==> src/hw/rtl/mkp_pkg.sv <==
package mkp_pkg;

  localparam int NUM_BLOCKS       = 16;
  localparam int BLK_W            = 4;
  localparam int PROB_BITS        = 16;
  localparam int WGT_W            = 16;
  localparam int BIU_W            = 5;
  localparam int MAX_PREFETCH_DEF = 4;
  localparam int T1_AW            = 2 * BLK_W;
  localparam int T2_AW            = 3 * BLK_W;
  localparam int T1_DEPTH         = NUM_BLOCKS * NUM_BLOCKS;
  localparam int T2_DEPTH         = NUM_BLOCKS * NUM_BLOCKS * NUM_BLOCKS;
  localparam int CFG_IDX_W        = 3;
  localparam int CFG_DATA_W       = 16;

  localparam logic [1:0] OP_ACCESS = 2'd0;
  localparam logic [1:0] OP_WR1    = 2'd1;
  localparam logic [1:0] OP_WR2    = 2'd2;

  localparam logic [CFG_IDX_W-1:0] CFG_BLOCKS = 3'd0;
  localparam logic [CFG_IDX_W-1:0] CFG_MODE   = 3'd1;
  localparam logic [CFG_IDX_W-1:0] CFG_THR    = 3'd2;
  localparam logic [CFG_IDX_W-1:0] CFG_W1     = 3'd3;
  localparam logic [CFG_IDX_W-1:0] CFG_W2     = 3'd4;

  localparam logic [BIU_W-1:0]     BIU_RST = 5'd16;
  localparam logic [PROB_BITS-1:0] THR_RST = 16'd3277;
  localparam logic [WGT_W-1:0]     W1_RST  = 16'd19661;
  localparam logic [WGT_W-1:0]     W2_RST  = 16'd45875;

  typedef struct packed {
    logic                 valid;
    logic [BLK_W-1:0]     blk;
    logic [PROB_BITS-1:0] score;
  } cand_t;

endpackage

==> src/hw/rtl/mkp_blend.sv <==
module mkp_blend
  import mkp_pkg::*;
(
  input  logic                 clk,
  input  logic                 rst_n,
  input  cand_t                in_cand,
  input  logic [PROB_BITS-1:0] s2,
  input  logic                 blend,
  input  logic [WGT_W-1:0]     w1,
  input  logic [WGT_W-1:0]     w2,
  output cand_t                out_cand
);
  localparam int PW = PROB_BITS + WGT_W;

  logic                 v_r;
  logic [BLK_W-1:0]     blk_r;
  logic [PROB_BITS-1:0] s1_r;
  logic [PW-1:0]        p1_r;
  logic [PW-1:0]        p2_r;
  logic                 blend_r;
  logic [PW+1:0]        acc;
  logic [PW+1-PROB_BITS:0] sh;

  always_ff @(posedge clk) begin
    if (!rst_n) begin
      v_r <= 1'b0;
    end else begin
      v_r <= in_cand.valid;
    end
    blk_r   <= in_cand.blk;
    s1_r    <= in_cand.score;
    p1_r    <= in_cand.score * w1;
    p2_r    <= s2 * w2;
    blend_r <= blend;
  end

  always_comb begin
    acc = {2'b0, p1_r} + {2'b0, p2_r} + ((PW+2)'(1) << (PROB_BITS - 1));
    sh  = acc[PW+1:PROB_BITS];
    out_cand.valid = v_r;
    out_cand.blk   = blk_r;
    if (!blend_r) begin
      out_cand.score = s1_r;
    end else if (sh > (PW+2-PROB_BITS)'({PROB_BITS{1'b1}})) begin
      out_cand.score = {PROB_BITS{1'b1}};
    end else begin
      out_cand.score = sh[PROB_BITS-1:0];
    end
  end
endmodule

==> config.mk <==
export PLATFORM = sky130hd
export DESIGN_NAME = mkp_blend
export DESIGN_NICKNAME = d
export VERILOG_FILES = /design/src/hw/rtl/mkp_pkg.sv /design/src/hw/rtl/mkp_blend.sv
export SDC_FILE = /design/constraint.sdc
export NUM_CORES = 1
export LEC_CHECK = 0
export BUFFER_PORTS_ARGS = -buffer_cell sky130_fd_sc_hd__buf_2
export CAP_MARGIN = 20
export CORE_MARGIN = 3
export CORE_UTILIZATION = 60
export CTS_CLUSTER_DIAMETER = 80
export DETAILED_ROUTE_END_ITERATION = 7
export HOLD_SLACK_MARGIN = 0.05
export PLACE_DENSITY_LB_ADDON = 0.08
export SYNTH_ARGS = -nofsm -noshare
export SYNTH_HDL_FRONTEND = slang
export SYNTH_SLANG_ARGS = --single-unit
export TNS_END_PERCENT = 10
==> constraint.sdc <==
create_clock -name clk -period 11.2 [get_ports clk]
set_input_delay 1.12 -clock clk [delete_from_list [all_inputs] [get_ports clk]]
set_output_delay 1.12 -clock clk [all_outputs]
set_load 0.01 [all_outputs]
## Word level (Yosys, flattened, before mapping)

Index checks and enable logic that the tools add are counted.

- Output and inout bits: 21
- Flip-flop bits (word level): 86

- $add $sub $neg: 2
- $mul: 2
- Multiplexer cells: 2
- Order comparisons: 1

Operators by type and width:

| operator | count |
|---|---|
| 16-bit by 16-bit multiplier with 32-bit output | 2 |
| 33-bit by 16-bit adder with 34-bit output (second input constant) | 1 |
| 32-bit by 32-bit adder with 33-bit output | 1 |
| 16-bit 2-to-1 mux | 2 |
| 18-bit by 16-bit > comparator with 1-bit output (second input constant) | 1 |

## Longest topological paths before layout

- Depth after elaboration: 5
- Gate-level depth with buffers: 23

## Least setup slack after synthesis

Ideal clock, no wire load.

- Path kind: input -> register
- Start point: input port w1[1]
- End point: register p1_r[30]
- Arrival: 6782 ps
- Setup slack: 4346 ps
- Cell stages on the path: 21
- Cells stage by stage: clkbuf_1 -> nand2_1 -> fa_1 -> fa_1 -> fa_1 -> fa_1 -> inv_1 -> fa_1 -> inv_1 -> fa_1 -> inv_1 -> ha_1 -> a211oi_1 -> o21bai_1 -> a31oi_1 -> o22ai_1 -> o211a_1 -> or3b_1 -> a31o_2 -> a21oi_1 -> xnor2_1

- Word-level cells in the longest chain between the ends: 1

Ends and longest elaborated chain:

| element | line | RTL |
|---|---|---|
| start: declaration | mkp_blend.sv:9 | `input logic [WGT_W-1:0] w1,` |
| 16-bit by 16-bit multiplier with 32-bit output | mkp_blend.sv:32 | `p1_r <= in_cand.score * w1;` |
| end signal: assignment | mkp_blend.sv:32 |  |
| end: declaration | mkp_blend.sv:18 | `logic [PW-1:0] p1_r;` |

No other way between the ends.
A chain may end at the register's enable or synchronous reset.

## Worst setup path after layout

- Start point: input port in_cand[10] in the netlist's numbering
- End point: register p1_r[30]

- Word-level cells in the longest chain between the ends: 1

Ends and longest elaborated chain:

| element | line | RTL |
|---|---|---|
| start: declaration | mkp_blend.sv:6 | `input cand_t in_cand,` |
| 16-bit by 16-bit multiplier with 32-bit output | mkp_blend.sv:32 |  |

No other way between the ends.

==> impl_metrics.csv <==
group,metric,value,unit
yosys,synth-edff-count,0,
floorplanning,initial_core_util,61.2,%
clock_tree,numCtsBuffers,9,
clock_tree,cts_resized,0,
timing,fmax,144,MHz
floorplanning,rows,66,
timing,tns,0,ns
flow_run,maxCapViolCount,0,
clock_tree,clock-sinks,86,
worst_setup_path,critPathMaxFanout,17,
drt,drc_errors,0,
timing,fin_crit,6.97,ns
global_route,grt_pass1_wl,75500,um
drt,post_drt_wl_per_cell,16.2,um
worst_setup_path,start_kind,"input port",
finish,layout_common_cells,"inv_1 (468), fa_1 (388), nand2_1 (305), ha_1 (269), and2_1 (240)",
yosys,ys_types,67,
clock_tree,cts_buffer_depth,2,
yosys,ys_top_cells_by_area,"fa_1 (39%), ha_1 (17%), inv_1 (8.8%), dfxtp_1 (8.6%), and2_1 (7.5%)",
yosys,synth.cell_area,20000,sq um
hold_path,min-delay-path-class,"in -> reg",
yosys,netlist.area_leader.share,38.8,%
hold_path,hp-start,"blend",
drt,ant_nets,0,
finish,insertedDiodeCount,0,
place,dp_hpwl,35900,um
timing,finalMaxSlewViolations,0,
worst_setup_path,crit_arrival,7.26,ns
yosys,synthFlopType,"dfxtp_1",
drt,vias,14630,
clock_tree,holdBufCountCts,0,
finish,area_growth,5.15,%
worst_setup_path,cp-end-kind,"flip-flop",
drt,drtIter0Drc,709,
drt,first_pass_iters,5,
yosys,async_reset_ff_share,0,%
finish,final_net_count,2970,
worst_setup_path,required,11.49,ns
drt,routed_wl,43400,um
worst_setup_path,startpoint,"in_cand[10]",
place,dp_cells,2672,
timing,finalCritPeriodShare,62.2,%
timing,setup-violations-final,0,
floorplanning,io_pins,93,
global_route,gr-total-overflow,0,
timing,worstMarginPinSlew,0.610,ns
yosys,yosys.area.top_type,"fa_1",
global_route,antenna_found_initial,0,
clock_tree,cts_max_level,3,
timing,relSlewSlack,58.9,%
finish,fin_util,64.3,%
place,port_buffers,92,
yosys,syn_inst,2207,
global_route,grt_max_degree,18,
clock_tree,clkSlewWorstSetupHoldPaths,0.07,ns
place,post-place-ws,3.89,ns
floorplanning,die_width,189,um
finish,final_common_cell,"inv_1",
clock_tree,cts_tree,"done",
global_route,grt_pass1_vias,16079,
yosys,ys_ff_latch,86,
yosys,ys.warnings.count,0,
timing,rsz0062_at_grt,"false",
floorplanning,die_height,189,um
drt,drt-vias-per-instance,5.44,
timing,setup_slack,4.23,ns
yosys,yosysSeqAreaShare,8.61,%
worst_setup_path,critical_path_class,"in -> reg",
global_route,grt_usage,26.1,%
place,place_congestion,0.883,
finish,drive_gt1_share,5.48,%
floorplanning,core_area,32700,sq um
clock_tree,ctsRootBufferMaster,"clkbuf_16",
finish,final_cells,2688,
yosys,syn_nets,2936,
timing,hold_viol_final,0,
status,run_status,"finished clean",
yosys,syn_area_per_cell,9.06,sq um
clock_tree,postCtsSetupRepairBufs,0,
floorplanning,die_area,35600,sq um
[synth_stat cells (2+ instances only)]
cell and number:
clkbuf_1 66, a221oi_2 2, buf_4 2, o311ai_0 2, nor2_1 53, a211oi_1 5, nor2b_1 6, o2111ai_1 2
nor3b_1 2, nand2_1 305, a31oi_1 4, o21ai_0 29, and2_1 240, nor3_1 9, inv_1 468, nor4_1 2
a21o_1 23, o211ai_1 3, a21boi_0 2, ha_1 269, o21a_1 3, nand3b_1 4, xnor2_1 48, and3_1 6
xor2_1 18, o221ai_1 2, fa_1 388, o21bai_1 12, a21oi_1 73, and4_1 2, a211o_1 3, o311a_1 2
nand4_1 3, a2111o_1 2, or2_2 2, o21ai_1 2, nand2b_1 7, o22ai_1 2, dfxtp_1 86, o21ai_2 2
nand3_1 20
[area by class of cell]
class	instances	area, sq um
multi-input combinational	1584	16300
fill	2879	11700
inverter	468	1760
sequential	86	1720
tap	442	553
timing repair buffer	92	460
clock buffer	9	225
clock inverter	7	60.1
[cell families (layout without fill, tap and decap cells)]
kind of cell / Yosys count / in the layout / share of synthesized area (%)
buf+inv: 537 / 576 / 10.1
flops: 86 / 86 / 8.61
compound gates: 194 / 194 / 6.39
simple gates: 666 / 666 / 16.3
fa+ha+maj: 657 / 657 / 55.7
mux: 1 / 1 / 0.0500
xor+xnor: 66 / 66 / 2.89
[state kept, by name, indices dropped and copies added, names as in the netlist]
name	count
s1_r	16
blend_r	1
blk_r	4
p2_r	32
v_r	1
p1_r	32
[worst max-delay path: stages]
cell,delay [ns]
buf_2,0.30
nand2_1,0.14
fa_1,0.52
fa_1,0.58
fa_1,0.45
fa_1,0.54
inv_1,0.05
fa_1,0.47
inv_1,0.05
fa_1,0.47
inv_1,0.04
ha_1,0.35
a211oi_1,0.27
o21bai_1,0.15
a31oi_1,0.37
o22ai_1,0.22
o211a_1,0.28
or3b_1,0.35
a31o_2,0.23
a21oi_1,0.17
xnor2_1,0.12
[per-stage QoR]
stage          hold slack, ns  instance area, sq um
2_1_floorplan            1.15                 20000
3_3_place_gp             1.22                 20700
3_5_place_dp             1.22                 20700
4_1_cts                 0.850                 21000
5_1_grt                 0.855                 21000
6_report                0.860                 21000
[worst paths after layout]
kind / slack [ns] / endpoint / cells after the start
max: 4.23 / p1_r[30]$_DFF_P_ / 21
min: 0.86 / blend_r$_DFF_P_ / 1
[metal layers]
layer,part of all wire [%],vias up,global-route usage (%)
li1,-,6776,-
met1,42,7440,34.4
met2,51,348,46.5
met3,4.8,66,3.18
met4,1.9,0,6.19
met5,0,-,0
Power is not shown: default switching activity piles up to over one toggle a cycle in this logic, so the estimate is an artifact.
