<file path="src/hw/rtl/mkp_pkg.sv">
package mkp_pkg;

  localparam int NUM_BLOCKS       = 16;
  localparam int BLK_W            = 4;
  localparam int PROB_BITS        = 16;
  localparam int WGT_W            = 16;
  localparam int BIU_W            = 5;
  localparam int MAX_PREFETCH_DEF = 4;
  localparam int T1_AW            = 2 * BLK_W;
  localparam int T2_AW            = 3 * BLK_W;
  localparam int T1_DEPTH         = NUM_BLOCKS * NUM_BLOCKS;
  localparam int T2_DEPTH         = NUM_BLOCKS * NUM_BLOCKS * NUM_BLOCKS;
  localparam int CFG_IDX_W        = 3;
  localparam int CFG_DATA_W       = 16;

  localparam logic [1:0] OP_ACCESS = 2'd0;
  localparam logic [1:0] OP_WR1    = 2'd1;
  localparam logic [1:0] OP_WR2    = 2'd2;

  localparam logic [CFG_IDX_W-1:0] CFG_BLOCKS = 3'd0;
  localparam logic [CFG_IDX_W-1:0] CFG_MODE   = 3'd1;
  localparam logic [CFG_IDX_W-1:0] CFG_THR    = 3'd2;
  localparam logic [CFG_IDX_W-1:0] CFG_W1     = 3'd3;
  localparam logic [CFG_IDX_W-1:0] CFG_W2     = 3'd4;

  localparam logic [BIU_W-1:0]     BIU_RST = 5'd16;
  localparam logic [PROB_BITS-1:0] THR_RST = 16'd3277;
  localparam logic [WGT_W-1:0]     W1_RST  = 16'd19661;
  localparam logic [WGT_W-1:0]     W2_RST  = 16'd45875;

  typedef struct packed {
    logic                 valid;
    logic [BLK_W-1:0]     blk;
    logic [PROB_BITS-1:0] score;
  } cand_t;

endpackage

</file>
<file path="src/hw/rtl/mkp_topk.sv">
module mkp_topk
  import mkp_pkg::*;
#(
  parameter int K = MAX_PREFETCH_DEF
) (
  input  logic                            clk,
  input  logic                            rst_n,
  input  logic                            clear,
  input  cand_t                           cand,
  input  logic [PROB_BITS-1:0]            thr,
  input  logic [((K>1)?$clog2(K):1)-1:0]  rd_idx,
  output logic [$clog2(K+1)-1:0]          cnt,
  output logic [BLK_W-1:0]                rd_blk,
  output logic [PROB_BITS-1:0]            rd_score
);
  localparam int CW = $clog2(K + 1);

  logic [PROB_BITS-1:0] sc_r [K];
  logic [BLK_W-1:0]     bk_r [K];
  logic [CW-1:0]        cnt_r;
  logic [K-1:0]         gt;
  logic                 ins;

  always_comb begin
    for (int i = 0; i < K; i++) begin
      gt[i] = (CW'(i) >= cnt_r) || (cand.score > sc_r[i]);
    end
    ins = cand.valid && (cand.score > thr) && (|gt);
  end

  always_ff @(posedge clk) begin
    if (!rst_n || clear) begin
      cnt_r <= '0;
    end else if (ins && cnt_r != CW'(K)) begin
      cnt_r <= cnt_r + CW'(1);
    end
    if (ins) begin
      for (int i = 0; i < K; i++) begin
        if (gt[i]) begin
          if (i == 0 || !gt[(i == 0) ? 0 : i-1]) begin
            sc_r[i] <= cand.score;
            bk_r[i] <= cand.blk;
          end else begin
            sc_r[i] <= sc_r[(i == 0) ? 0 : i-1];
            bk_r[i] <= bk_r[(i == 0) ? 0 : i-1];
          end
        end
      end
    end
  end

  assign cnt      = cnt_r;
  assign rd_blk   = bk_r[rd_idx];
  assign rd_score = sc_r[rd_idx];
endmodule

</file>
<file path="config.mk">
export PLATFORM = sky130hd
export DESIGN_NAME = mkp_topk
export DESIGN_NICKNAME = d
export VERILOG_FILES = /design/src/hw/rtl/mkp_pkg.sv /design/src/hw/rtl/mkp_topk.sv
export SDC_FILE = /design/constraint.sdc
export NUM_CORES = 1
export LEC_CHECK = 0
export BUFFER_PORTS_ARGS = -buffer_cell sky130_fd_sc_hd__buf_2
export CAP_MARGIN = 5
export CORE_MARGIN = 2
export CORE_UTILIZATION = 64
export DETAILED_ROUTE_END_ITERATION = 16
export GPL_TIMING_DRIVEN = 0
export PLACE_DENSITY = 0.95
export SETUP_SLACK_MARGIN = 0.02
export SLEW_MARGIN = 20
export SYNTH_ARGS = -nofsm -noshare
export SYNTH_HDL_FRONTEND = slang
export SYNTH_SLANG_ARGS = --single-unit
</file>
<file path="constraint.sdc">
create_clock -name clk -period 6 [get_ports clk]
set_clock_uncertainty 0.15 [all_clocks]
set_input_delay 0.6 -clock clk [delete_from_list [all_inputs] [get_ports clk]]
set_output_delay 0.6 -clock clk [all_outputs]
set_load 0.02 [all_outputs]
</file>
# After elaboration in Yosys (flattened, before gate mapping)
# Memories as Yosys holds them, arrays and structs flattened.
# Cells that the tools add are included.
[classes]
addsub = 1
n_lt_le_gt_ge = 9
n_eq_ne = 1
n_mux = 32
n_bitwise = 6
n_reduce_logical = 10
[op_table]
columns = ["op", "count"]
rows = [
  ["$gt 16x16->1", 5],
  ["$mux 16", 3],
  ["$mux 1", 26],
  ["$mux 4", 3],
  ["$ge 1x3->1 const A", 2],
  ["$ge 2x3->1 const A", 2],
  ["$or 1x1->1", 6],
  ["$logic_or 1x1->1", 5],
  ["$reduce_or 4->1", 1],
  ["$add 3x1->3 const B", 1],
  ["$logic_and 1x1->1", 3],
  ["$ne 3x3->1 const B", 1],
  ["$logic_not 1->1", 1],
]
[word_totals]
register_bits = 3
ramBits = 80
output_inout_bits = 23
elab_cells = 62
mem_count = 2
[memory_table]
columns = ["name", "depth", "width", "rd", "rd_ports_with_merged_regs", "write_ports", "line_no", "rtl"]
rows = [
  ["sc_r", 4, 16, 5, 0, 4, "mkp_topk.sv:18", "logic [PROB_BITS-1:0] sc_r [K];"],
  ["bk_r", 4, 4, 4, 0, 4, "mkp_topk.sv:19", "logic [BLK_W-1:0] bk_r [K];"],
]

# Depth between registers and ports, before layout
# Gate-level depths: netlist of the first run.
[depth]
ltp_word = 7
depth_mapped = 10

# Worst setup path after synthesis of the first run
# OpenSTA, ideal clock, no wires.
[synth_timing]
kind = "in2reg"
startpoint = "input port thr[13]"
endpoint = "memory bk_r[0][0], enable pin"
setup_time_ns = 0.404
arrival_time_ns = 2.767
t_required_ns = 5.446
path_slack_ns = 2.679
cell_stages = 8
path_buffers = 0
path_cell_list = "inv_1 ha_1 nand4_1 nor3_1 a21boi_0 a2111o_1 nand2_1 a21oi_1"
[synth_rtl]
columns = ["element", "line_no", "rtl"]
rows = [
  ["start, declared", "mkp_topk.sv:10", "input logic [PROB_BITS-1:0] thr,"],
  ["end, declared", "mkp_topk.sv:19", ""],
]

==> implementation parameters, run 1 <==
Parameter                              Value

Routing
  Number of detailed-routing iterations run before antenna repair    6
  Initial DRC count    266
  Remaining design rule violation count    0
  Via count of the routed design    between 4000 and 5000
  Average wire length per cell after detail routing    21.4 um
  Avg Vias per Cell    6.49
  Antenna viol nets, final    0
  Detailed Route WL    14.4 mm

Floorplan
  Die height    99.8 um
  Starting density of the core    66.7%
  Full die area    9970 sq um
  I/O pins    65
  Row cnt    34
  Die Span X    99.8 um
  Core region area    8810 sq um

Clock network
  Number of buffers created by CTS    9
  Latest clock arrival within the worst-skew pair    0.36 ns
  Number of resized instances in the post-cts repair step    0
  Hold bufs inserted after CTS    0
  H-tree depth    3
  Number of setup buffers added after CTS    0
  TritonCTS clock tree    done
  Clock-pin slew reported for the worst setup and hold paths after clock tree synthesis    0.08 ns
  Clock Path Buffers    2
  Root Buffer Master    sky130_fd_sc_hd__clkbuf_8
  Total number of clock tree sinks    83

Power and ir drop
  Leak    2.90 nW
  Power density relative to cell area    225 nW/um^2
  Internal cell power    0.00104 W
  Sequential share of power    48.7%
  Peak supply drop    roughly 0.0002 V
  Gate power share    24.4%
  Net switching component of the power    0.000439 W
  Sw Ratio    29.7%
  Power share of the clock group    26.9%

Logic synthesis
  Average cell area after synthesis    12.1 sq um
  Ys Warns    0
  Share of synthesized registers carrying an async set or reset    0%
  Leading register cell type out of synthesis    sky130_fd_sc_hd__edfxtp_1
  Count of different cell masters after synthesis    41
  Post-synth design cell area    5880 sq um
  Cells after Synth    485
  Net Count, Synth    between 600 and 700
  Number of flip-flops and latches in the synthesized netlist    83
  Sequential-to-total area share from yosys stat    41.9%
  Yosys top cell area share    a little over 40%
  Post-synthesis cell type with the largest combined area    sky130_fd_sc_hd__edfxtp_1
  Post-synth EDFFs    80
  Cell types occupying the most area after synthesis    sky130_fd_sc_hd__edfxtp_1 41%, sky130_fd_sc_hd__ha_1 18%, sky130_fd_sc_hd__mux2_2 11%, sky130_fd_sc_hd__mux4_2 7.7%, sky130_fd_sc_hd__inv_1 5.2%

STA
  Setup-violating endpoint count in the final report    0
  Max Freq    0.249 GHz
  Fin worst setup slack    between 1.5 and 2 ns
  Worst Max-Slew Pin Slew    0.886 ns
  Crit path time final    4.01 ns
  Rel. slew slack    approximately 40%
  Final period utilization    66.8%
  Setup TNS    0 ns
  Setup repair after global routing missed its margin    no
  Total count of max-transition violations in the final report    0
  Final Hold Vio Count    0

Cells and area
  Fin nets    a little under 700
  Area taken by flip-flops and latches    2460 sq um
  Count of filler cells inserted in the layout    534
  Most frequent cells in the layout    83 x sky130_fd_sc_hd__ha_1, 81 x sky130_fd_sc_hd__inv_1, 80 x sky130_fd_sc_hd__edfxtp_1
  Share of final-layout standard cells stronger than drive strength 1    30.8%
  Multi-input gate area    3100 sq um
  Diode insertion count for antenna repair    0
  Layout Area Growth over Synthesis    12.0%
  Most frequent standard cell in the layout excluding fill and tap cells    sky130_fd_sc_hd__ha_1

Critical path
  Slowest library cell on the worst path    sky130_fd_sc_hd__nor3_1
  Cell mode on critical path    sky130_fd_sc_hd__buf_2
  Top fanout value on the critical path    10
  CP Data Required Time    5.96 ns
  Largest stage delay, worst path    around 0.52 ns
  CP Class    in -> reg
  Cell family with most CP delay    simple AND/OR/NAND/NOR gates
  Buf/Inv on CP    2
  Cells traversed along the worst timing path    buf_2 -> ha_1 -> nand4_1 -> nor3_1 -> a21boi_0 -> a2111o_1 -> nand2_1 -> a211oi_1 -> buf_2 -> mux2_2
  Arr. time, crit path    between 3 and 4 ns
  Category of the worst setup path capture point    register
  Startpoint type of the worst setup path    primary input

Outcome
  Run status    finished clean

GRT
  Maximum number of pins on one net before global-route repair    21
  Overall global routing resource usage    30.0%
  Initial antenna violation count    0
  Total congestion overflow after global routing    0
  Number of global-route vias before repair    4550
  First-pass GRT wire length    22.8 mm

Placed design
  Post-DP HPWL    around 11 mm
  Pre-CTS WS    1.73 ns
  Port Buffer Count    63
  Placer congestion estimate    0.919

Worst hold path
  Worst min-delay path category    in -> reg

Flow run
  # Max-Cap Violations    0
-- per-layer routing --
layer	vias to the layer above	part of all wire (%)	wire length [um]	global-route usage, %
met5	-	0	0	0
met4	0	3.8	543	14.2
met3	51	8.3	1190	5.85
met2	241	51	7260	50.8
met1	2105	37	5380	37.3
li1	1974	-	-	-
-- area by class of cell --
type / count / area share, %
buffer: 10 / 0.684
clock buffer: 9 / 1.88
clock inverter: 7 / 1.03
inverter: 81 / 4.62
multi-input combinational: 311 / 47.1
sequential: 83 / 37.4
tap: 108 / 2.05
timing repair buffer: 64 / 5.21
-- kinds of logic (layout without fill, tap and decap cells) --
group	after synthesis	count (layout)	share of synthesized area [%]
flops	83	83	41.9
buf+inv	91	171	5.94
simple gates	70	70	6.11
fa+ha+maj	83	83	17.7
mux	82	82	19.5
compound gates	76	76	8.88
-- Yosys cell counts (6+ instances only) --
master,n
sky130_fd_sc_hd__ha_1,83
sky130_fd_sc_hd__inv_1,81
sky130_fd_sc_hd__edfxtp_1,80
sky130_fd_sc_hd__mux2_2,60
sky130_fd_sc_hd__a21oi_1,33
sky130_fd_sc_hd__mux4_2,20
sky130_fd_sc_hd__nand2_1,19
sky130_fd_sc_hd__nand4_1,16
sky130_fd_sc_hd__nand3_1,11
sky130_fd_sc_hd__nor2_1,11
sky130_fd_sc_hd__a21o_1,10
sky130_fd_sc_hd__a21boi_0,6
sky130_fd_sc_hd__buf_2,6
sky130_fd_sc_hd__o21ai_0,6
-- stage by stage --
stage          util, %  hold WS (ns)  area, sq um  cells  power, W
6_report          74.8         0.305         6580    673   0.00148
5_1_grt           74.8         0.299         6580    673   0.00154
4_1_cts           74.8         0.300         6580    673   0.00148
3_5_place_dp      72.6         0.375         6390    657   0.00109
3_3_place_gp      71.9         0.351         6330    656   0.00105
2_1_floorplan        -         0.394         5880    485  0.000957
-- sequential cells by signal, summed over array words and instances (netlist names) --
register and flops:
cnt 3, bk_r 16, sc_r 64
-- worst register-to-register path: cells and delay by family, from the launching register on --
kind / cells / cell delay [ns]
compound gates: 4 / 0.97
simple gates: 2 / 0.65
mux: 1 / 0.38
buf+inv: 2 / 0.46
fa+ha+maj: 1 / 0.34
flops: 1 / 0.40
-- final timing paths --
path | to | slack, ns | cells past startpoint | startpoint
worst max-delay path | sc_r[1][6] | 1.99 | 10 | cand[15]
worst min-delay path | bk_r[0][0] | 0.31 | 1 | cand[16]
worst max register to register | sc_r[2][15] | 2.40 | 10 | sc_r[1][14]
worst min register to register | cnt[1] | 0.40 | 2 | cnt[1]
-- power groups by stage --
stage	sequential, W	clock (W)	combinational, W
finish	0.000720	0.000398	0.000360
global route	0.000725	0.000422	0.000391
CTS	0.000719	0.000402	0.000357
detailed placement	0.000732	0	0.000354
global placement	0.000729	0	0.000325
floorplan	0.000721	0	0.000236
Note: power is estimated with default switching activity, not from simulation.
==> run 2: changes to the inputs <==
--- a/config.mk
+++ b/config.mk
@@ -8,10 +8,10 @@
 export BUFFER_PORTS_ARGS = -buffer_cell sky130_fd_sc_hd__buf_2
 export CAP_MARGIN = 5
 export CORE_MARGIN = 2
-export CORE_UTILIZATION = 64
+export CORE_UTILIZATION = 60
 export DETAILED_ROUTE_END_ITERATION = 16
 export GPL_TIMING_DRIVEN = 0
-export PLACE_DENSITY = 0.95
+export PLACE_DENSITY = 0.93
 export SETUP_SLACK_MARGIN = 0.02
 export SLEW_MARGIN = 20
 export SYNTH_ARGS = -nofsm -noshare
==> constraint.sdc (replaced) <==
create_clock -name clk -period 3.9 [get_ports clk]
set_clock_uncertainty 0.15 [all_clocks]
set_input_delay 0.39 -clock clk [delete_from_list [all_inputs] [get_ports clk]]
set_output_delay 0.39 -clock clk [all_outputs]
set_load 0.02 [all_outputs]
==> run 2 against run 1 <==
Effect of this change:
- global-route usage decreased by 0.65 points
- die area increased by 6.4%
- sequential cell count unchanged
- design area increased by 1.6%
- sequential share of layout area decreased by 0.58 points
- count of clock-buffer cells in the layout unchanged
- register-to-register slack got worse by 2.2 ns
- critical path depth unchanged
- first-iteration DRC count increased by 38%
- worst setup slack got worse by 1.9 ns
- cell count increased by 3.9%
- worst hold slack got worse by 0.22 ns
- largest cell class unchanged
- largest power group unchanged
==> implementation parameters, run 2 (synthesized netlist as in run 1, its figures left out) <==
Parameter                              Value

GRT
  Most used routing layer in global routing    met2
  Overall global routing resource usage    29.3% (-0.65 points)
  First-pass GRT wire length    22.8 mm (+0.36%)
  Global routing usage on met2    46.3% (-4.5 points)
  Met1 capacity usage during global routing    37.6% (+0.36 points)
  Initial antenna violation count    0 (unchanged)
  GR met3 Demand/Resource    7.66% (+1.8 points)
  Total congestion overflow after global routing    0 (unchanged)
  Maximum number of pins on one net before global-route repair    21 (unchanged)
  Number of global-route vias before repair    4494 (-1.2%)

Cells and area
  Layout Area Growth over Synthesis    13.8%
  Area taken by flip-flops and latches    2460 sq um (unchanged)
  Multi-input gate area    3110 sq um (+0.20%)
  Share of final-layout standard cells stronger than drive strength 1    31.3% (+0.48 points)
  Final Instance Count excl. Fillers    699 (+3.9%)
  Most flop-heavy register    sc_r
  Diode insertion count for antenna repair    0 (unchanged)
  Most frequent standard cell in the layout excluding fill and tap cells    sky130_fd_sc_hd__ha_1
  Count of filler cells inserted in the layout    660 (+24%)
  Fin nets    686 (+0.15%)
  Most frequent cells in the layout    83 x sky130_fd_sc_hd__ha_1, 81 x sky130_fd_sc_hd__inv_1, 80 x sky130_fd_sc_hd__edfxtp_1
  Util after Layout    69.4% (-5.4 points)
  Max reg flops    64 (unchanged)

Floorplan
  Row cnt    36 (+5.9%)
  Starting density of the core    61.0% (-5.8 points)
  Core region area    9640 sq um (+9.5%)
  Die Span X    103 um (+3.2%)
  I/O pins    65 (unchanged)
  Full die area    10600 sq um (+6.4%)
  Die height    103 um (+3.2%)

Critical path
  Worst Reg2Reg Path Length in Cells    10 (unchanged)
  Startpoint of the lowest-slack register-to-register path    sc_r[1][14]
  CP Data Required Time    3.87 ns (-2.09 ns)
  Launch point of the critical path    cand[15]
  Worst setup slack for register-to-register paths    0.20 ns (-2.20 ns)
  Top fanout value on the critical path    10 (unchanged)
  CP Class    in -> reg
  Category of the worst setup path capture point    register
  Critical path destination    sc_r[3][0]
  RR Endpoint    sc_r[2][7]
  Startpoint type of the worst setup path    primary input
  Arr. time, crit path    3.74 ns (-0.23 ns)

Clock network
  Clock-pin slew reported for the worst setup and hold paths after clock tree synthesis    0.09 ns (about the same)
  Number of buffers created by CTS    9 (unchanged)
  Hold bufs inserted after CTS    0 (unchanged)
  Root Buffer Master    sky130_fd_sc_hd__clkbuf_8
  Latest clock arrival within the worst-skew pair    0.37 ns (about the same)
  Total number of clock tree sinks    83 (unchanged)
  H-tree depth    3 (unchanged)
  Clock Path Buffers    2 (unchanged)
  TritonCTS clock tree    done

Routing
  Average wire length per cell after detail routing    21.6 um (+1.4%)
  Initial DRC count    368 (+38%)
  Antenna viol nets, final    0 (unchanged)
  Remaining design rule violation count    0 (unchanged)
  Detailed Route WL    15.1 mm (+5.3%)
  Number of detailed-routing iterations run before antenna repair    5 (-1)
  Avg Vias per Cell    6.35 (-2.3%)
  Via count of the routed design    4437 (+1.5%)

Power and ir drop
  Power density relative to cell area    358 nW/um^2 (+59%)
  Leak    2.94 nW (+1.2%)
  Sum of internal, switching and leakage power    0.00239 W (+62%)
  Peak supply drop    0.000287 V (+46%)

Placed design
  Pre-CTS WS    -0.0667 ns (-1.79 ns)
  Count of placed standard cells including taps    683 (+4.0%)
  Post-DP HPWL    10.8 mm (+1.2%)
  Port Buffer Count    63 (unchanged)
  Placer congestion estimate    1.00 (+9.0%)

Worst hold path
  Worst min-delay path category    in -> reg

STA
  Final Hold Vio Count    0 (unchanged)
  Max Freq    0.265 GHz
  Setup repair after global routing missed its margin    no
  Total count of max-transition violations in the final report    0 (unchanged)
  Smallest hold slack    0.0876 ns (-0.218 ns)
  Setup-violating endpoint count in the final report    0 (unchanged)
  Crit path time final    3.78 ns
  Rel. slew slack    32.1% (-8.8 points)
  Fin worst setup slack    0.123 ns (-1.87 ns)
  Worst Max-Slew Pin Slew    1.02 ns (+0.132 ns)
  Final period utilization    96.9%

Outcome
  Run status    finished clean

Flow run
  # Max-Cap Violations    0 (unchanged)
## run 2: routing by layer
metal  vias up  wire length (um)
met4         0               704
met1      2144              6050
met5         -                 0
met2       238              7110
li1       1981                 -
met3        74              1270
## run 2: how the worst min path moves through the flow
| stage | start | endpoint | slack (ns) | depth (start not counted) |
|---|---|---|---|---|
| final | cand[17] | bk_r[0][1] | 0.09 | 1 |
| after detailed placement | cnt[0] | cnt[0] | 0.40 | 2 |
| after CTS | cand[16] | bk_r[0][0] | 0.08 | 1 |
| after global routing | cand[16] | bk_r[0][0] | 0.08 | 1 |
| after global placement | cnt[0] | cnt[0] | 0.35 | 2 |
| after floorplan | cand[16] | bk_r[0][0] | 0.34 | 0 |
## run 2: critical path: stages
cell and delay, ns:
sky130_fd_sc_hd__buf_2 0.18, sky130_fd_sc_hd__ha_1 0.33, sky130_fd_sc_hd__nand4_1 0.18, sky130_fd_sc_hd__nor3_1 0.43, sky130_fd_sc_hd__a21boi_0 0.39, sky130_fd_sc_hd__a2111o_1 0.22, sky130_fd_sc_hd__nand2_1 0.35, sky130_fd_sc_hd__a211oi_1 0.47
sky130_fd_sc_hd__buf_2 0.40, sky130_fd_sc_hd__mux2_2 0.38
## run 2: per-stage QoR
step	instance area [sq um]	TNS, ns
finish	6690	0
global route	6690	0
CTS	6680	0
detailed placement	6450	-1.17
global placement	6360	-48.71
floorplan	5880	0
## run 2: power breakdown
part	total (W)	switching [W]	internal, W
clock	0.000718	0.000347	0.000372
combinational	0.000569	0.000323	0.000246
sequential	0.00111	0.0000427	0.00106
total	0.00239	0.000712	0.00168
## run 2: what timing repair did
action                                  4_1_cts  5_1_grt
setup buffers                                 0        0
endpoints found under the setup margin        0        3
gates resized for setup                       0        1
## run 2: final cells by class
type | instances | area share [%]
Inverter | 81 | 4.55
Multi-Input combinational cell | 311 | 46.5
Tap cell | 133 | 2.49
Buffer | 10 | 0.674
Sequential cell | 83 | 36.8
Clock inverter | 7 | 1.59
Clock buffer | 9 | 1.85
Timing Repair Buffer | 65 | 5.54
==> run 3: changes to the inputs <==
--- a/config.mk
+++ b/config.mk
@@ -7,11 +7,10 @@
 export LEC_CHECK = 0
 export BUFFER_PORTS_ARGS = -buffer_cell sky130_fd_sc_hd__buf_2
 export CAP_MARGIN = 5
-export CORE_MARGIN = 2
 export CORE_UTILIZATION = 60
 export DETAILED_ROUTE_END_ITERATION = 16
 export GPL_TIMING_DRIVEN = 0
-export PLACE_DENSITY = 0.93
+export PLACE_DENSITY = 0.82
 export SETUP_SLACK_MARGIN = 0.02
 export SLEW_MARGIN = 20
 export SYNTH_ARGS = -nofsm -noshare
==> run 3 against run 2 <==
Effect of this change:
- wire length is 5.9% lower
- sequential cell count stayed put
- sequential power hardly changed
==> implementation parameters, run 3 (synthesized netlist as in run 1, its figures left out) <==
Parameter                              Value

Worst hold path
  Hold Path Depth    1 (unchanged)
  Worst min-delay path category    in -> reg
  Endpoint of the worst hold path    bk_r[0][1]
  Worst hold path startpoint    cand[17]

Placed design
  Post-DP HPWL    10.4 mm (-3.7%)
  Port Buffer Count    63 (unchanged)
  Pre-CTS WS    -0.0836 ns (-0.0169 ns)
  Placed Area    6430 sq um (-0.27%)
  Placer congestion estimate    0.913 (-8.9%)

Routing
  Average wire length per cell after detail routing    20.5 um (-5.4%)
  Initial DRC count    215 (-42%)
  Remaining design rule violation count    0 (unchanged)
  Number of detailed-routing iterations run before antenna repair    5 (unchanged)
  Via count of the routed design    4303 (-3.0%)
  Antenna viol nets, final    0 (unchanged)
  Detailed Route WL    14.2 mm (-5.9%)
  Avg Vias per Cell    6.19 (-2.5%)

Power and ir drop
  Internal cell power    0.00168 W (-0.23%)
  Net switching component of the power    0.000697 W (-2.1%)
  Sw Ratio    29.4% (-0.40 points)
  Sequential share of power    46.6% (+0.4 points)
  Sum of internal, switching and leakage power    0.00238 W (-0.79%)
  Leak    2.94 nW (about the same)
  Power density relative to cell area    356 nW/um^2 (-0.46%)
  Power share of the clock group    30.2% (+0.2 points)
  Peak supply drop    0.000215 V (-25%)
  Gate power share    23.2% (-0.6 points)

Clock network
  Number of resized instances in the post-cts repair step    0 (unchanged)
  Total number of clock tree sinks    83 (unchanged)
  Hold bufs inserted after CTS    0 (unchanged)
  H-tree depth    3 (unchanged)
  Clock-pin slew reported for the worst setup and hold paths after clock tree synthesis    0.09 ns (about the same)
  Number of setup buffers added after CTS    0 (unchanged)
  Root Buffer Master    sky130_fd_sc_hd__clkbuf_8
  Clock Path Buffers    2 (unchanged)
  Latest clock arrival within the worst-skew pair    0.37 ns (about the same)
  TritonCTS clock tree    done
  Number of buffers created by CTS    9 (unchanged)

Critical path
  Buf/Inv on CP    2 (unchanged)
  RR Endpoint    sc_r[1][8]
  Arr. time, crit path    3.64 ns (-0.10 ns)
  Cell family with most CP delay    compound AO/OA/AOI/OAI gates
  Worst Reg2Reg Path Length in Cells    10 (unchanged)
  Cell mode on critical path    sky130_fd_sc_hd__buf_2
  CP Class    in -> reg
  Slowest library cell on the worst path    sky130_fd_sc_hd__nor3_1
  Startpoint type of the worst setup path    primary input
  Cells traversed along the worst timing path    buf_2 -> ha_1 -> nand4_1 -> nor3_1 -> a21boi_0 -> a2111o_1 -> nand2_1 -> a211oi_1 -> buf_2 -> mux2_2
  Category of the worst setup path capture point    register
  CP Data Required Time    3.86 ns (about the same)
  Startpoint of the lowest-slack register-to-register path    sc_r[1][14]
  Worst setup slack for register-to-register paths    0.56 ns (+0.36 ns)
  Top fanout value on the critical path    10 (unchanged)
  Largest stage delay, worst path    0.41 ns (-0.06 ns)

STA
  Setup-violating endpoint count in the final report    0 (unchanged)
  Rel. slew slack    44.5% (+12 points)
  Crit path time final    3.68 ns (-0.0956 ns)
  Smallest hold slack    0.0855 ns (-0.00208 ns)
  Total count of max-transition violations in the final report    0 (unchanged)
  Max Freq    0.272 GHz (+2.6%)
  Worst Max-Slew Pin Slew    0.833 ns (-0.186 ns)
  Setup repair after global routing missed its margin    no
  Final Hold Vio Count    0 (unchanged)
  Final period utilization    94.4% (-2.5 points)
  Fin worst setup slack    0.218 ns (+0.0956 ns)

GRT
  Overall global routing resource usage    29.8% (+0.47 points)
  Number of global-route vias before repair    4386 (-2.4%)
  Initial antenna violation count    0 (unchanged)
  First-pass GRT wire length    22.3 mm (-2.3%)
  Maximum number of pins on one net before global-route repair    21 (unchanged)
  Total congestion overflow after global routing    0 (unchanged)

Floorplan
  I/O pins    65 (unchanged)
  Row cnt    35 (-2.8%)
  Die height    101 um (-1.9%)
  Core region area    9370 sq um (-2.8%)
  Full die area    10200 sq um (-3.8%)
  Die Span X    101 um (-1.9%)
  Starting density of the core    62.7% (+1.7 points)

Cells and area
  Layout Area Growth over Synthesis    13.4%
  Most frequent cells in the layout    83 x sky130_fd_sc_hd__ha_1, 81 x sky130_fd_sc_hd__inv_1, 80 x sky130_fd_sc_hd__edfxtp_1
  Most flop-heavy register    sc_r
  Fin nets    686 (unchanged)
  Diode insertion count for antenna repair    0 (unchanged)
  Most frequent standard cell in the layout excluding fill and tap cells    sky130_fd_sc_hd__ha_1
  Max reg flops    64 (unchanged)
  Count of filler cells inserted in the layout    695 (+5.3%)
  Non-Filler Cell Area, Final    6670 sq um (-0.34%)
  Share of final-layout standard cells stronger than drive strength 1    31.3% (unchanged)

Outcome
  Run status    finished clean

Flow run
  # Max-Cap Violations    0 (unchanged)
[run 3: cell counts in the layout (fill, tap and decap cells not counted)]
No cell type changed its count.
[run 3: how the worst max path moves through the flow]
stage / startpoint / endpoint / slack [ns] / cells past startpoint
after global placement: cand[15] / sc_r[0][1] / -0.87 / 8
after detailed placement: cand[13] / bk_r[1][0] / -0.08 / 10
after CTS: cand[15] / sc_r[1][7] / 0.28 / 10
final: cand[15] / sc_r[1][8] / 0.22 / 10
after floorplan: thr[13] / bk_r[0][0] / 0.79 / 8
after global routing: cand[15] / sc_r[1][11] / 0.07 / 10
[run 3: metrics by stage]
stage               setup TNS [ns]  utilization, %  std cells
floorplan                        0               -        485
global placement            -54.19            67.8        677
detailed placement           -1.47            68.7        679
CTS                              0            71.1        695
global route                     0            71.1        695
finish                           0            71.1        695
[run 3: cell type report]
class / count / area, sq um / area share [%]
Buffer: 10 / 46.3 / 0.695
Clock buffer: 9 / 124 / 1.86
Clock inverter: 7 / 106 / 1.60
Inverter: 81 / 304 / 4.56
Multi-Input combinational cell: 311 / 3100 / 46.6
Sequential cell: 83 / 2460 / 36.9
Tap cell: 129 / 161 / 2.42
Timing Repair Buffer: 65 / 358 / 5.37
[run 3: power by group through the flow]
stage | clock network [W] | logic [W] | registers (W)
floorplan | 0 | 0.000362 | 0.00111
global placement | 0 | 0.000507 | 0.00112
detailed placement | 0 | 0.000544 | 0.00113
CTS | 0.000723 | 0.000551 | 0.00111
global route | 0.000752 | 0.000604 | 0.00111
finish | 0.000717 | 0.000552 | 0.00111
[run 3: per-layer routing]
layer / vias to the layer above / track usage (%) / part of all wire (%)
met4: 0 / 10.7 / 2.5
li1: 1979 / - / -
met5: - / 0 / 0
met3: 37 / 4.65 / 6.8
met2: 197 / 49.8 / 49
met1: 2090 / 39.6 / 42
[run 3: worst reg2reg max path: stages (launching register included)]
cell                       delay (ns)
sky130_fd_sc_hd__edfxtp_1        0.40
sky130_fd_sc_hd__inv_1           0.06
sky130_fd_sc_hd__ha_1            0.31
sky130_fd_sc_hd__nand4_1         0.16
sky130_fd_sc_hd__nor4_1          0.39
sky130_fd_sc_hd__a21boi_0        0.22
sky130_fd_sc_hd__o31a_1          0.22
sky130_fd_sc_hd__a21oi_1         0.12
sky130_fd_sc_hd__a211oi_1        0.26
sky130_fd_sc_hd__buf_2           0.40
sky130_fd_sc_hd__mux2_2          0.38
